--- src/design/bsmt_pkg.sv ---
// ----------------------------------------------------------------------------
// Backing store map table package
// Shared field widths, action codes and sequencer states for the backing
// store map table.
// ----------------------------------------------------------------------------
package bsmt_pkg;

  localparam int ACT_W      = 3;
  localparam int PROC_W     = 6;
  localparam int STORE_W    = 4;
  localparam int PAGE_W     = 20;
  localparam int ADDR_W     = 32;
  localparam int COUNT_W    = 9;
  localparam int PAGE_SHIFT = 12;

  typedef enum logic [ACT_W-1:0] {
    ACT_CLEAR_ALL = 3'd0,
    ACT_FIND_FREE = 3'd1,
    ACT_FREE      = 3'd2,
    ACT_LOOKUP    = 3'd3,
    ACT_MAP       = 3'd4,
    ACT_UNMAP     = 3'd5
  } action_e;

  typedef enum logic [2:0] {
    ST_IDLE,
    ST_START,
    ST_SCAN,
    ST_MODIFY,
    ST_DONE
  } state_e;

endpackage

--- src/design/bsmt_store_mem.sv ---
// ----------------------------------------------------------------------------
// Backing store entry memory
// One write port and one read port with registered read data.
// ----------------------------------------------------------------------------
module bsmt_store_mem #(
  parameter int DEPTH = 16,
  parameter int WIDTH = 71
) (
  input  logic                     clk_i,
  input  logic                     we_i,
  input  logic [$clog2(DEPTH)-1:0] waddr_i,
  input  logic [WIDTH-1:0]         wdata_i,
  input  logic                     re_i,
  input  logic [$clog2(DEPTH)-1:0] raddr_i,
  output logic [WIDTH-1:0]         rdata_o
);

  logic [WIDTH-1:0] mem_q [DEPTH];
  logic [WIDTH-1:0] rdata_q;

  always_ff @(posedge clk_i) begin
    if (we_i) begin
      mem_q[waddr_i] <= wdata_i;
    end
  end

  always_ff @(posedge clk_i) begin
    if (re_i) begin
      rdata_q <= mem_q[raddr_i];
    end
  end

  assign rdata_o = rdata_q;

endmodule

--- src/design/bsmt_match_unit.sv ---
// ----------------------------------------------------------------------------
// Backing store match unit
// Tests one entry per cycle: free for find free, or owned by the process at
// or below the page for lookup and unmap, and forms the page offset.
// ----------------------------------------------------------------------------
module bsmt_match_unit
  import bsmt_pkg::*;
#(
  parameter int NUM_PROCS = 50
) (
  input  logic                 find_free_i,
  input  logic                 ent_vld_i,
  input  logic [NUM_PROCS-1:0] ent_owner_i,
  input  logic [PAGE_W-1:0]    ent_base_i,
  input  logic [PROC_W-1:0]    proc_id_i,
  input  logic [PAGE_W-1:0]    page_i,
  output logic                 hit_o,
  output logic [PAGE_W-1:0]    offset_o
);

  logic [63:0] owner_ext;
  logic        owned;

  // The owner bitmap is widened so that any process number indexes it.
  assign owner_ext = 64'(ent_owner_i);
  assign owned     = ent_vld_i && owner_ext[proc_id_i] && (page_i >= ent_base_i);
  assign hit_o     = find_free_i ? !ent_vld_i : owned;
  assign offset_o  = page_i - ent_base_i;

endmodule

--- src/design/backing_store_map_table_top.sv ---
// ----------------------------------------------------------------------------
// Backing store map table
// Table of backing store entries with clear, find free, free, lookup, map and
// unmap actions, run one at a time by a small sequencer over one entry memory.
// ----------------------------------------------------------------------------
// Usage
// An action enters on the input channel (in_valid_i / in_stall_o) and exactly
// one result leaves on the output channel (out_valid_o / out_stall_i). A
// transfer takes place on a rising edge where valid is high and stall is low.
// The block works on one action at a time and holds in_stall_o high from the
// transfer until the result has been placed in the output register.
// Clear all, free and every rejected action finish in the decode state, map
// reads and then rewrites its entry, and find free, lookup and unmap scan
// the entries in order up to the first match, or through all of them when
// nothing matches. The scan reads one entry per cycle from the single read
// port of the entry memory.
// The output register decouples the two channels: a new action is taken
// while an earlier result still waits under out_stall_i, and a finished
// action waits in the sequencer until that register is free.
// Reset clears the mapped flags, which act as entry valid bits, so the
// table is empty at once and no clearing pass is needed.
// ----------------------------------------------------------------------------
module backing_store_map_table_top
  import bsmt_pkg::*;
#(
  parameter int NUM_STORES = 16,
  parameter int NUM_PROCS  = 50,
  parameter int MAX_PAGES  = 256
) (
  input  logic               clk_i,
  input  logic               rst_ni,
  input  logic               in_valid_i,
  output logic               in_stall_o,
  input  logic [ACT_W-1:0]   action_i,
  input  logic [PROC_W-1:0]  proc_id_i,
  input  logic [STORE_W-1:0] store_sel_i,
  input  logic [PAGE_W-1:0]  virt_page_i,
  input  logic [ADDR_W-1:0]  virt_addr_i,
  input  logic [COUNT_W-1:0] page_count_i,
  input  logic               private_flag_i,
  output logic               out_valid_o,
  input  logic               out_stall_i,
  output logic               status_o,
  output logic [STORE_W-1:0] store_found_o,
  output logic [PAGE_W-1:0]  page_offset_o
);

  localparam int SW = (NUM_STORES > 1) ? $clog2(NUM_STORES) : 1;
  localparam int CW = $clog2(NUM_STORES + 1);
  localparam int EW = NUM_PROCS + PAGE_W + 1;

  // Sequencer state and captured action.
  state_e              state_q, state_d;
  action_e             act_q;
  logic [PROC_W-1:0]   pid_q;
  logic [SW-1:0]       sel_q;
  logic [PAGE_W-1:0]   page_q;
  logic                priv_q;
  logic                pid_ok_q;
  logic                sel_ok_q;
  logic                cnt_ok_q;

  // Entry valid bits: an entry that is not mapped reads as all zero.
  logic [NUM_STORES-1:0] mapped_q, mapped_d;

  // Scan bookkeeping: read counter and the entry being checked.
  logic [CW-1:0] rd_cnt_q, rd_cnt_d;
  logic          chk_vld_q, chk_vld_d;
  logic [SW-1:0] chk_idx_q, chk_idx_d;

  // Pending result and the output register.
  logic               res_status_q, res_status_d;
  logic [STORE_W-1:0] res_store_q, res_store_d;
  logic [PAGE_W-1:0]  res_offset_q, res_offset_d;
  logic               out_valid_q, out_valid_d;
  logic               out_status_q;
  logic [STORE_W-1:0] out_store_q;
  logic [PAGE_W-1:0]  out_offset_q;
  logic               out_load;

  // Memory ports.
  logic          mem_we;
  logic [SW-1:0] mem_waddr;
  logic [EW-1:0] mem_wdata;
  logic          mem_re;
  logic [SW-1:0] mem_raddr;
  logic [EW-1:0] mem_rdata;

  // Entry under test and match unit results.
  logic                 ent_vld;
  logic [NUM_PROCS-1:0] ent_owner;
  logic [PAGE_W-1:0]    ent_base;
  logic                 ent_priv;
  logic [NUM_PROCS-1:0] pid_mask;
  logic                 hit;
  logic [PAGE_W-1:0]    offset;
  logic                 in_xfer;
  logic                 rd_more;

  assign in_stall_o = (state_q != ST_IDLE);
  assign in_xfer    = in_valid_i && !in_stall_o;

  // Capture the action. The lookup page comes from the byte address; map and
  // unmap take the virtual page directly.
  always_ff @(posedge clk_i) begin
    if (in_xfer) begin
      act_q    <= action_e'(action_i);
      pid_q    <= proc_id_i;
      sel_q    <= SW'(store_sel_i);
      priv_q   <= private_flag_i;
      pid_ok_q <= (32'(proc_id_i) < NUM_PROCS);
      sel_ok_q <= (32'(store_sel_i) < NUM_STORES);
      cnt_ok_q <= (page_count_i != '0) && (32'(page_count_i) <= MAX_PAGES);
      if (action_e'(action_i) == ACT_LOOKUP) begin
        page_q <= virt_addr_i[ADDR_W-1:PAGE_SHIFT];
      end else begin
        page_q <= virt_page_i;
      end
    end
  end

  bsmt_store_mem #(
    .DEPTH (NUM_STORES),
    .WIDTH (EW)
  ) u_store_mem (
    .clk_i   (clk_i),
    .we_i    (mem_we),
    .waddr_i (mem_waddr),
    .wdata_i (mem_wdata),
    .re_i    (mem_re),
    .raddr_i (mem_raddr),
    .rdata_o (mem_rdata)
  );

  // Whenever an entry is checked or modified, the read data belongs to the entry at chk_idx_q.
  assign ent_vld   = mapped_q[chk_idx_q];
  assign ent_owner = ent_vld ? mem_rdata[NUM_PROCS-1:0] : '0;
  assign ent_base  = ent_vld ? mem_rdata[NUM_PROCS +: PAGE_W] : '0;
  assign ent_priv  = ent_vld && mem_rdata[EW-1];
  assign pid_mask  = NUM_PROCS'(64'd1 << pid_q);

  bsmt_match_unit #(
    .NUM_PROCS (NUM_PROCS)
  ) u_match_unit (
    .find_free_i (act_q == ACT_FIND_FREE),
    .ent_vld_i   (ent_vld),
    .ent_owner_i (ent_owner),
    .ent_base_i  (ent_base),
    .proc_id_i   (pid_q),
    .page_i      (page_q),
    .hit_o       (hit),
    .offset_o    (offset)
  );

  assign rd_more = (rd_cnt_q < CW'(NUM_STORES));

  always_ff @(posedge clk_i or negedge rst_ni) begin
    if (!rst_ni) begin
      state_q     <= ST_IDLE;
      mapped_q    <= '0;
      out_valid_q <= 1'b0;
      chk_vld_q   <= 1'b0;
      rd_cnt_q    <= '0;
    end else begin
      state_q     <= state_d;
      mapped_q    <= mapped_d;
      out_valid_q <= out_valid_d;
      chk_vld_q   <= chk_vld_d;
      rd_cnt_q    <= rd_cnt_d;
    end
  end

  always_ff @(posedge clk_i) begin
    chk_idx_q    <= chk_idx_d;
    res_status_q <= res_status_d;
    res_store_q  <= res_store_d;
    res_offset_q <= res_offset_d;
    if (out_load) begin
      out_status_q <= res_status_q;
      out_store_q  <= res_store_q;
      out_offset_q <= res_offset_q;
    end
  end

  // Sequencer: decode, scan or read-modify-write, then hand the result over.
  always_comb begin
    state_d      = state_q;
    mapped_d     = mapped_q;
    rd_cnt_d     = rd_cnt_q;
    chk_vld_d    = 1'b0;
    chk_idx_d    = chk_idx_q;
    res_status_d = res_status_q;
    res_store_d  = res_store_q;
    res_offset_d = res_offset_q;
    mem_we       = 1'b0;
    mem_waddr    = chk_idx_q;
    mem_wdata    = '0;
    mem_re       = 1'b0;
    mem_raddr    = sel_q;
    out_load     = 1'b0;

    case (state_q)
      ST_IDLE: begin
        if (in_xfer) begin
          state_d = ST_START;
        end
      end

      ST_START: begin
        // An error with empty result fields unless an action says otherwise.
        res_status_d = 1'b1;
        res_store_d  = '0;
        res_offset_d = '0;
        rd_cnt_d     = '0;
        state_d      = ST_DONE;
        case (act_q)
          ACT_CLEAR_ALL: begin
            mapped_d     = '0;
            res_status_d = 1'b0;
          end
          ACT_FIND_FREE: begin
            state_d = ST_SCAN;
          end
          ACT_LOOKUP, ACT_UNMAP: begin
            if (pid_ok_q) begin
              state_d = ST_SCAN;
            end
          end
          ACT_FREE: begin
            if (sel_ok_q) begin
              mapped_d[sel_q] = 1'b0;
              res_status_d    = 1'b0;
            end
          end
          ACT_MAP: begin
            if (pid_ok_q && sel_ok_q && cnt_ok_q) begin
              mem_re    = 1'b1;
              mem_raddr = sel_q;
              chk_idx_d = sel_q;
              state_d   = ST_MODIFY;
            end
          end
          default: begin
          end
        endcase
      end

      ST_SCAN: begin
        // Issue the next read while the previous entry is checked.
        mem_re    = rd_more;
        mem_raddr = rd_cnt_q[SW-1:0];
        if (rd_more) begin
          rd_cnt_d  = rd_cnt_q + CW'(1);
          chk_vld_d = 1'b1;
          chk_idx_d = rd_cnt_q[SW-1:0];
        end
        if (chk_vld_q && hit) begin
          chk_vld_d    = 1'b0;
          chk_idx_d    = chk_idx_q;
          res_status_d = 1'b0;
          state_d      = ST_DONE;
          case (act_q)
            ACT_FIND_FREE: begin
              res_store_d = STORE_W'(chk_idx_q);
            end
            ACT_LOOKUP: begin
              res_store_d  = STORE_W'(chk_idx_q);
              res_offset_d = offset;
            end
            default: begin
              // Unmap: a private heap frees the whole store, otherwise only
              // the owner bit of the process is dropped.
              if (ent_priv) begin
                mapped_d[chk_idx_q] = 1'b0;
              end else begin
                mem_we    = 1'b1;
                mem_waddr = chk_idx_q;
                mem_wdata = {ent_priv, ent_base, ent_owner & ~pid_mask};
              end
            end
          endcase
        end else if (!rd_more) begin
          state_d = ST_DONE;
        end
      end

      ST_MODIFY: begin
        mem_we              = 1'b1;
        mem_waddr           = chk_idx_q;
        mem_wdata           = {priv_q, page_q, ent_owner | pid_mask};
        mapped_d[chk_idx_q] = 1'b1;
        res_status_d        = 1'b0;
        state_d             = ST_DONE;
      end

      ST_DONE: begin
        if (!out_valid_q || !out_stall_i) begin
          out_load = 1'b1;
          state_d  = ST_IDLE;
        end
      end

      default: begin
        state_d = ST_IDLE;
      end
    endcase
  end

  assign out_valid_d   = out_load || (out_valid_q && out_stall_i);
  assign out_valid_o   = out_valid_q;
  assign status_o      = out_status_q;
  assign store_found_o = out_store_q;
  assign page_offset_o = out_offset_q;

endmodule

--- config.mk ---
export PLATFORM = sky130hd
export DESIGN_NAME = backing_store_map_table_top
export DESIGN_NICKNAME = d
export VERILOG_FILES = /design/src/design/bsmt_pkg.sv /design/src/design/bsmt_store_mem.sv /design/src/design/bsmt_match_unit.sv /design/src/design/backing_store_map_table_top.sv
export SDC_FILE = /design/constraint.sdc
export NUM_CORES = 2
export LEC_CHECK = 0
export BUFFER_PORTS_ARGS = -buffer_cell sky130_fd_sc_hd__buf_2
export CORE_UTILIZATION = 30
export CTS_CLUSTER_DIAMETER = 100
export CTS_CLUSTER_SIZE = 20
export DETAILED_ROUTE_END_ITERATION = 8
export PLACE_DENSITY = 0.54
export SYNTH_ARGS = -nofsm -noshare
export SYNTH_HDL_FRONTEND = slang
export SYNTH_HIERARCHICAL = 1
export SYNTH_SLANG_ARGS = --single-unit
--- constraint.sdc ---
create_clock -name clk_i -period 23.9 [get_ports clk_i]
set_input_delay 0 -clock clk_i [delete_from_list [all_inputs] [get_ports clk_i]]
set_output_delay 0 -clock clk_i [all_outputs]
set_load 0.01 [all_outputs]
==> metrics <==
outcome=finished, final reports clean; Period minus WS final=9220 ps; Post-Place Setup Slack=14600 ps; Clock Tree Buf Depth=3; Synth Instances=around 2800; Setup CP Type=reg2reg; Synth Flop Type=edfxtp_1; endpoint class of the critical path=register; Post-CTS Setup Inserts=0; Final Hold Viols=0; Required @ worst endpoint=approximately 24000 ps; routed via count=approximately 27000; number of max-cap violations=0; number of flops mapped to enable cells by yosys=1297; Least-Margin Pin Slew=around 1300 ps; RSZ-0062 raised after global routing=no; nets=roughly 3000; All-Layer GR Usage=between 10% and 20%; most used cell, CP=buf_4; Cell Area, Synth=53100 sq um; commonest non-fill, non-tap cell in the layout=edfxtp_1; asr flop ratio synth=slightly below 2%; post-DR vias/cell=5.07; layout cell share with drive strength beyond 1=20.6%; Fillers=between 15000 and 20000; starting density of the core=a little under a third; Max stage delay on crit path=980 ps; delay-heaviest family, CP=simple AND/OR/NAND/NOR gates; DP Cell Count=5107; most frequent cells in the layout=edfxtp_1, mux4_2, nand2_1; pin count of the biggest net entering global routing=102; Residual DRC=0; Hold Crit Class=in2reg; CP Data Arrival Time=between 9000 and 10000 ps; syn_area_per_cell=about 19 sq um; first-pass iteration count of the detailed router=5; Achievable Freq=~110 MHz; vias in the first global route=approximately 27000; Root Driver=clkbuf_16; Seq/Total Area, Yosys=about three quarters; clock skew=approximately 43 ps; CTS tree=yes; GRT overflow=0; initial antenna violation count=3; hpwl dp=66100 um; CTS clk-pin slew, worst paths=about 100 ps; Detailed Route WL=between 100000 and 150000 um; # H-tree levels=3; routed len/inst=approximately 24 um; VDD IR max=~0.078 mV; CP max FO=55; Setup TNS=0 ps; Crit-path slowest cell=nor3_2; Yosys Warn Count=6; row count=around 150; Die H=around 420 um; Final Cycle Share=~39%; Top Ports=approximately 110; post-CTS sizing=0; number of buffers created by CTS=77; crit start category=register; post-route worst setup slack=14680 ps; Slew HR=15.1%; die footprint=around 180000 sq um; Netlist cell types=slightly below 70; leak pwr=between 15 and 20 nW; Final setup violation count=0; power density cells=roughly 95 nW/um^2; final non-filler cell total=around 5300; core box area=around 180000 sq um; synthesis-stage register bit count=1323; Clk Latency, worst-skew pair=710 ps; DRT iter0 DRCs=~2500; WP buf/inv=4; P&R area growth vs syn=11.5%; syn_nets=around 2900; PortBufs=a little over 90; Die Wd=423 um; Slew Viols, Final=0; routability cong.=around 0.77; post-detailed-route count of antenna-violating nets=0; global-route wire length before repair=between 150000 and 200000 um; clock net sink count=1323; Hold Buf Count CTS=67; Critical Path, Cell by Cell=mux4_1 > mux2i_1 > mux2i_4 > buf_4 > nand2_1 > inv_1 > mux2i_1 > and3_1 > a2111oi_1 > o21ai_0 > a32oi_1 > o211a_1 > nand2_1 > nor3_4 > or2_2 > nand3b_1 > nor3_2 > buf_4 > buf_4
-- metal layers --
metal	global-route usage, %	wire length [um]	vias up
li1	-	-	11500
met1	19.5	56400	14300
met2	23.5	61700	766
met3	2.03	6810	133
met4	3.01	2230	0
met5	0	0	-
-- kinds of logic (layout without fill, tap and decap cells) --
logic type | after synthesis | after routing | synth area share (%)
AO/OA/AOI/OAI | 392 | 392 | 5.10
adder cells (fa/ha/maj) | 22 | 22 | 0.532
flip-flops | 1323 | 1323 | 74.6
other | 0 | 1 | 0
AND/OR/NAND/NOR | 438 | 438 | 3.95
buffers and inverters | 238 | 405 | 2.13
multiplexers | 332 | 332 | 13.4
XOR/XNOR | 17 | 17 | 0.280
-- path summary, 6_finish.rpt --
check,end,slack (ps),from,depth (start not counted)
worst max-delay path,u_store_mem/mem_q[4][23],14680,chk_idx_q[2],19
worst min-delay path,act_q[2],50,action_i[2],2
worst max register to register,u_store_mem/mem_q[4][23],14680,chk_idx_q[2],19
worst min register to register,page_offset_o[8],420,res_offset_q[8],0
max in group asynchronous,mapped_q[6],23400,rst_ni,4
min in group asynchronous,chk_vld_q,310,rst_ni,4
-- sequential cells by signal (all words and copies together) (netlist names) --
| signal | count |
|---|---|
| u_store_mem/mem_q | 1136 |
| cnt_ok_q | 1 |
| res_status_q | 1 |
| u_store_mem/rdata_o | 71 |
| priv_q | 1 |
| out_valid_o | 1 |
| state_q | 3 |
| res_offset_q | 20 |
| chk_vld_q | 1 |
| status_o | 1 |
| act_q | 3 |
| chk_idx_q | 4 |
| res_store_q | 4 |
| store_found_o | 4 |
| page_q | 20 |
| page_offset_o | 20 |
| pid_q | 6 |
| pid_ok_q | 1 |
| mapped_q | 16 |
| rd_cnt_q | 5 |
| sel_q | 4 |
-- power by group --
part | switching, W | total (W) | leakage, nW | internal, W
sequential | 0.0000587 | 0.00277 | 10.8 | 0.00271
combinational | 0.000902 | 0.00150 | 5.29 | 0.000595
clock | 0.000729 | 0.00134 | 1.04 | 0.000615
total | 0.00169 | 0.00561 | 17.1 | 0.00392
-- through the flow --
step                      hold slack, ps  area, sq um  util, %  power [W]
final                               50.3        59200     33.6    0.00561
after global routing                15.6        59200     33.6    0.00588
after CTS                           4.88        59200     33.6    0.00568
after detailed placement            81.3        56400     32.1    0.00433
after global placement              69.4        56400     32.1    0.00433
after floorplan                     -296        53100        -    0.00391
-- synth_stat cells (15+ instances only) --
| library cell | count | area, sq um |
|---|---|---|
| nor2_1 | 59 | 221 |
| a31oi_1 | 54 | 338 |
| buf_2 | 25 | 125 |
| inv_1 | 86 | 323 |
| ha_1 | 21 | 263 |
| buf_6 | 19 | 214 |
| clkbuf_1 | 72 | 270 |
| nor3_1 | 16 | 80.1 |
| mux2_2 | 24 | 270 |
| nand3_1 | 15 | 75.1 |
| nand2b_1 | 17 | 106 |
| buf_1 | 23 | 86.3 |
| a21oi_1 | 77 | 385 |
| dfrtp_1 | 26 | 651 |
| nor2b_1 | 21 | 131 |
| a22o_1 | 22 | 193 |
| o21ai_0 | 32 | 160 |
| and2_1 | 44 | 275 |
| edfxtp_1 | 1297 | 38900 |
| nand2_1 | 210 | 788 |
| mux4_2 | 286 | 6440 |
| a22oi_1 | 142 | 1070 |
-- area by class of cell --
| class | instances | area (sq um) | share of cell area, % |
|---|---|---|---|
| inverter | 86 | 323 | 0.545 |
| multi-input combinational | 1201 | 12600 | 21.2 |
| clock inverter | 11 | 146 | 0.247 |
| antenna | 1 | 2.50 | 0.00423 |
| tap | 2340 | 2930 | 4.95 |
| timing repair buffer | 224 | 1650 | 2.79 |
| clock buffer | 84 | 1970 | 3.34 |
| sequential | 1323 | 39600 | 66.9 |
-- worst reg2reg max path, cell delays in order, from the launching register on --
cell	delay (ps)
edfxtp_1	800
mux4_1	390
mux2i_1	180
mux2i_4	540
buf_4	720
nand2_1	220
inv_1	90
mux2i_1	60
and3_1	190
a2111oi_1	470
o21ai_0	190
a32oi_1	670
o211a_1	310
nand2_1	210
nor3_4	760
or2_2	290
nand3b_1	300
nor3_2	980
buf_4	750
buf_4	690
Power figures use the tool's default switching activity.
